File: src/sv/sbf_sqrt.sv
// ----------------------------------------------------------------------------
// sbf_sqrt
// Pipelined integer square root, one root bit per stage, with side data.
// ----------------------------------------------------------------------------
module sbf_sqrt #(
  parameter int LW  = 33,
  parameter int SBW = 8
) (
  input  logic            clk,
  input  logic            rst_n,
  input  logic            en,
  input  logic            in_v,
  input  logic [2*LW-1:0] in_rad,
  input  logic [SBW-1:0]  in_side,
  output logic            out_v,
  output logic [LW-1:0]   out_root,
  output logic [SBW-1:0]  out_side
);
  localparam int RW = LW + 2;

  logic [LW-1:0]   vld_r;
  logic [RW-1:0]   rem_r  [LW];
  logic [LW-1:0]   root_r [LW];
  logic [2*LW-1:0] rad_r  [LW];
  logic [SBW-1:0]  side_r [LW];

  for (genvar g = 0; g < LW; g++) begin : g_stage
    logic            vld_i;
    logic [RW-1:0]   rem_i;
    logic [LW-1:0]   root_i;
    logic [2*LW-1:0] rad_i;
    logic [SBW-1:0]  side_i;
    logic [RW-1:0]   acc;
    logic [RW-1:0]   trial;
    logic            ge;

    if (g == 0) begin : g_first
      assign vld_i  = in_v;
      assign rem_i  = '0;
      assign root_i = '0;
      assign rad_i  = in_rad;
      assign side_i = in_side;
    end else begin : g_next
      assign vld_i  = vld_r[g-1];
      assign rem_i  = rem_r[g-1];
      assign root_i = root_r[g-1];
      assign rad_i  = rad_r[g-1];
      assign side_i = side_r[g-1];
    end

    // Bring down two radicand bits and try the next root bit
    assign acc   = {rem_i[RW-3:0], rad_i[2*LW-1 -: 2]};
    assign trial = {root_i, 2'b01};
    assign ge    = (acc >= trial);

    always_ff @(posedge clk) begin
      if (!rst_n) begin
        vld_r[g] <= 1'b0;
      end else if (en) begin
        vld_r[g] <= vld_i;
      end
    end

    always_ff @(posedge clk) begin
      if (en) begin
        rem_r[g]  <= ge ? (acc - trial) : acc;
        root_r[g] <= {root_i[LW-2:0], ge};
        rad_r[g]  <= rad_i << 2;
        side_r[g] <= side_i;
      end
    end
  end

  assign out_v    = vld_r[LW-1];
  assign out_root = root_r[LW-1];
  assign out_side = side_r[LW-1];

endmodule

File: config.mk
export PLATFORM = sky130hd
export DESIGN_NAME = sbf_sqrt
export DESIGN_NICKNAME = d
export VERILOG_FILES = /design/src/sv/sbf_sqrt.sv
export SDC_FILE = /design/constraint.sdc
export NUM_CORES = 2
export LEC_CHECK = 0
export BUFFER_PORTS_ARGS = -buffer_cell sky130_fd_sc_hd__buf_4
export CAP_MARGIN = 20
export CELL_PAD_IN_SITES_DETAIL_PLACEMENT = 0
export CELL_PAD_IN_SITES_GLOBAL_PLACEMENT = 2
export CORE_UTILIZATION = 31
export CTS_CLUSTER_SIZE = 14
export DETAILED_ROUTE_END_ITERATION = 7
export GPL_ROUTABILITY_DRIVEN = 0
export PLACE_DENSITY_LB_ADDON = 0.1
export SLEW_MARGIN = 10
export SYNTH_ARGS = -nofsm -noshare
export SYNTH_HDL_FRONTEND = slang
export SYNTH_MEMORY_MAX_BITS = 65536
export SYNTH_SLANG_ARGS = --single-unit
export TNS_END_PERCENT = 50
File: constraint.sdc
create_clock -name clk -period 5.7 [get_ports clk]
set_clock_uncertainty 0.2 [all_clocks]
set_input_delay 0.285 -clock clk [delete_from_list [all_inputs] [get_ports clk]]
set_output_delay 0.285 -clock clk [all_outputs]
set_load 0.01 [all_outputs]
==> metrics <==
status complete, no violations; number of synthesized flops with an enable pin 2888; initial antenna violation count 6; Initial DRC Count 4531; P&R area growth vs syn 16.0%; Pwr Density 411 mW/mm2; Via density 4.66; worst r2r src rem_r[0][735]; Avg WL per Cell 18.5 um; post-synthesis simple-gate area fraction 0.0918; WHS Path Cells 3; Worst Path Max Fanout 28; max-slew violation count 0; Routed Antenna Nets 0; worst slew pin tran 1.09 ns; RSZ-0062 raised after global routing no; critical path class flip-flop to flip-flop; Num CTS Buffers 341; fillers 40700; Post-CTS Setup Inserts 0; type of the most critical hold path input pin to flip-flop; Peak supply drop 0.000261 V; period utilization 0.824; Yosys reg bits 2921; commonest non-fill, non-tap cell in the layout edfxtp_1; R2R cell count 12; CP startpoint kind flip-flop; first-pass GRT wire length 465 mm; Worst R2R End rem_r[0][796]; Die Y 652 um; Worst-Skew Late Latency 0.94 ns; sequential power share 0.462; largest net degree at the start of global routing 159; Initial Util 0.311; post-synthesis mux area share 0.0113; Clock power frac 0.341; Switch Pwr 17.9 mW; Final Critical Period 4.70 ns; Setup-failing EPs final 0; Internal 44.5 mW; post_cts resized 0; GR Util All Layers 0.139; DP HPWL 217 mm; Hold Crit Start rst_n; DRC violations left 0; synth unique cells 87; drt pass-1 iters 5; Final nets 11000; number of global-route vias before repair 76900; worst slack, placed 0.989 ns; Synth Area in Compound Gates 0.0909; Die Area 0.425 mm2; largest family of logic cells by synthesized area simple AND/OR/NAND/NOR gates; post-synthesis xor/xnor area fraction 0.0539; core area 0.420 mm2; Worst setup EP type flip-flop; Top FF cell, synth edfxtp_1; Synth Area in Adders 0.0569; layout cells sized above 1 0.0833; row cnt 238; most frequent cells in the layout 2888 x edfxtp_1, 789 x inv_1, 658 x nand2_1; Final WS setup 1.00 ns; setup TNS 0 ns; Max Freq 213 MHz; Sw Ratio 0.286; relative slew slack 0.261; clk buf depth 4; Endpoint, Worst Hold g_stage[2].vld_i; Vias 75700; maxcap violations 0; final hold violations 0; CTS root buffer clkbuf_16; Logic pwr share 0.196; Leakage 56.8 nW; H-tree levels 5; CP Data Required Time 6.14 ns; Post-Syn Instances 9792; Syn Nets 10500; post-synthesis instance area 0.131 mm2; async set or reset register ratio after synthesis 0; CTS sink cnt 2921; Mapped Avg Cell Area 13.4 um2; Final Util 0.361; # IOs 120; Congestion Overflow GR 0; CTS tree built; CTS clock-pin slew for the worst setup and hold paths 0.06 ns; Critical Path AT 5.14 ns; register area share after synthesis 0.667; Yosys warnings 0; port buffer count 119; Total Routed Length 301 mm; Reg2Reg Setup Slack 1.00 ns; Die W 652 um
final cells by class:
class,instances,area [um2],share of cell area
tap,5640,7060,0.0465
inverter,791,2970,0.0196
sequential,2921,87400,0.575
clock inverter,206,1990,0.0131
timing repair buffer,380,3550,0.0234
antenna,3,7.51,0.0000494
clock buffer,406,8880,0.0585
multi-input combinational,5906,40000,0.264
what timing repair did:
| action | in CTS | in global routing |
|---|---|---|
| endpoints found under the setup margin | 0 | 0 |
| hold endpoints to repair | 223 | 0 |
| hold buffers | 155 | 0 |
worst max path at each step:
stage | endpoint | slack (ns) | depth (start not counted) | start
2_1_floorplan | rem_r[0][988] | 1.67 | 10 | rem_r[0][950]
6_report | rem_r[0][796] | 1.00 | 12 | rem_r[0][735]
5_1_grt | rem_r[0][382] | 0.69 | 11 | rem_r[0][327]
4_1_cts | rem_r[0][382] | 0.96 | 11 | rem_r[0][327]
3_5_place_dp | rem_r[0][382] | 0.99 | 11 | rem_r[0][327]
3_3_place_gp | rem_r[0][796] | 1.04 | 12 | rem_r[0][735]
through the flow:
step	power [mW]	cell area, um2	cells	hold slack [ns]
final	62.4	152000	16300	0.163
after detailed placement	41.7	139000	15500	0.205
after global placement	41.7	139000	15500	0.200
after floorplan	37.2	131000	9792	0.184
after global routing	65.9	152000	16300	0.118
after CTS	63.6	152000	16300	0.0432
worst max-delay path, cell delays in order, from the launching register on:
cell,delay (ns)
edfxtp_1,0.50
ha_1,0.41
o21ai_0,0.15
a211oi_1,0.48
a31o_2,0.31
a211oi_1,0.21
o21ai_0,0.58
a21oi_1,0.28
o41ai_2,0.31
buf_4,0.41
nand2b_1,0.22
o31ai_1,0.22
o21ai_0,0.14
per-layer routing:
metal  vias to the layer above  global-route usage  wire length [um]
met5                         -                   0                 0
met3                       428              0.0171              9240
met4                         0              0.0361              7330
met2                       948               0.243            149000
met1                     36900               0.182            136000
li1                      37400                   -                 -
Yosys cell counts (62+ instances only):
library cell	count	area, um2
and3_1	66	413
nand3_1	132	661
o31ai_1	69	518
a21oi_1	578	2890
o21a_1	111	833
nor3_1	261	1310
nand2_1	658	2470
or4_1	72	541
edfxtp_1	2888	86700
xnor2_1	404	3540
nor2b_1	131	820
nand4_1	80	500
a21o_1	240	1800
xor2_1	402	3520
inv_1	789	2960
a31oi_1	62	388
or3_1	109	682
nor2_1	565	2120
nand2b_1	116	726
nor4_1	104	651
clkbuf_1	155	582
mux2_2	90	1010
o21ai_0	520	2600
ha_1	595	7440
power groups by stage:
| stage | Clock, mW | Sequential (mW) | Combinational (mW) |
|---|---|---|---|
| finish | 21.3 | 28.8 | 12.2 |
| CTS | 22.2 | 29.0 | 12.4 |
| floorplan | 0 | 28.3 | 8.83 |
| global route | 22.9 | 29.2 | 13.8 |
| global placement | 0 | 29.4 | 12.3 |
| detailed placement | 0 | 29.4 | 12.3 |
cells by family after synthesis:
kind of cell               after synthesis
adders and majority gates              595
DFF                                   2921
muxes                                  136
other                                    1
xor gates and xnor gates               806
and+or+nand+nor                       2443
buffers and inverters                  965
AOI/OAI and AO/OA                     1925
flip-flops by register name, indices dropped and copies added, names as in the netlist:
name           flops
out_v              1
rad_r           1056
g_stage.vld_i     32
side_r           264
root_r           561
rem_r           1007
Power figures use the tool's default switching activity.
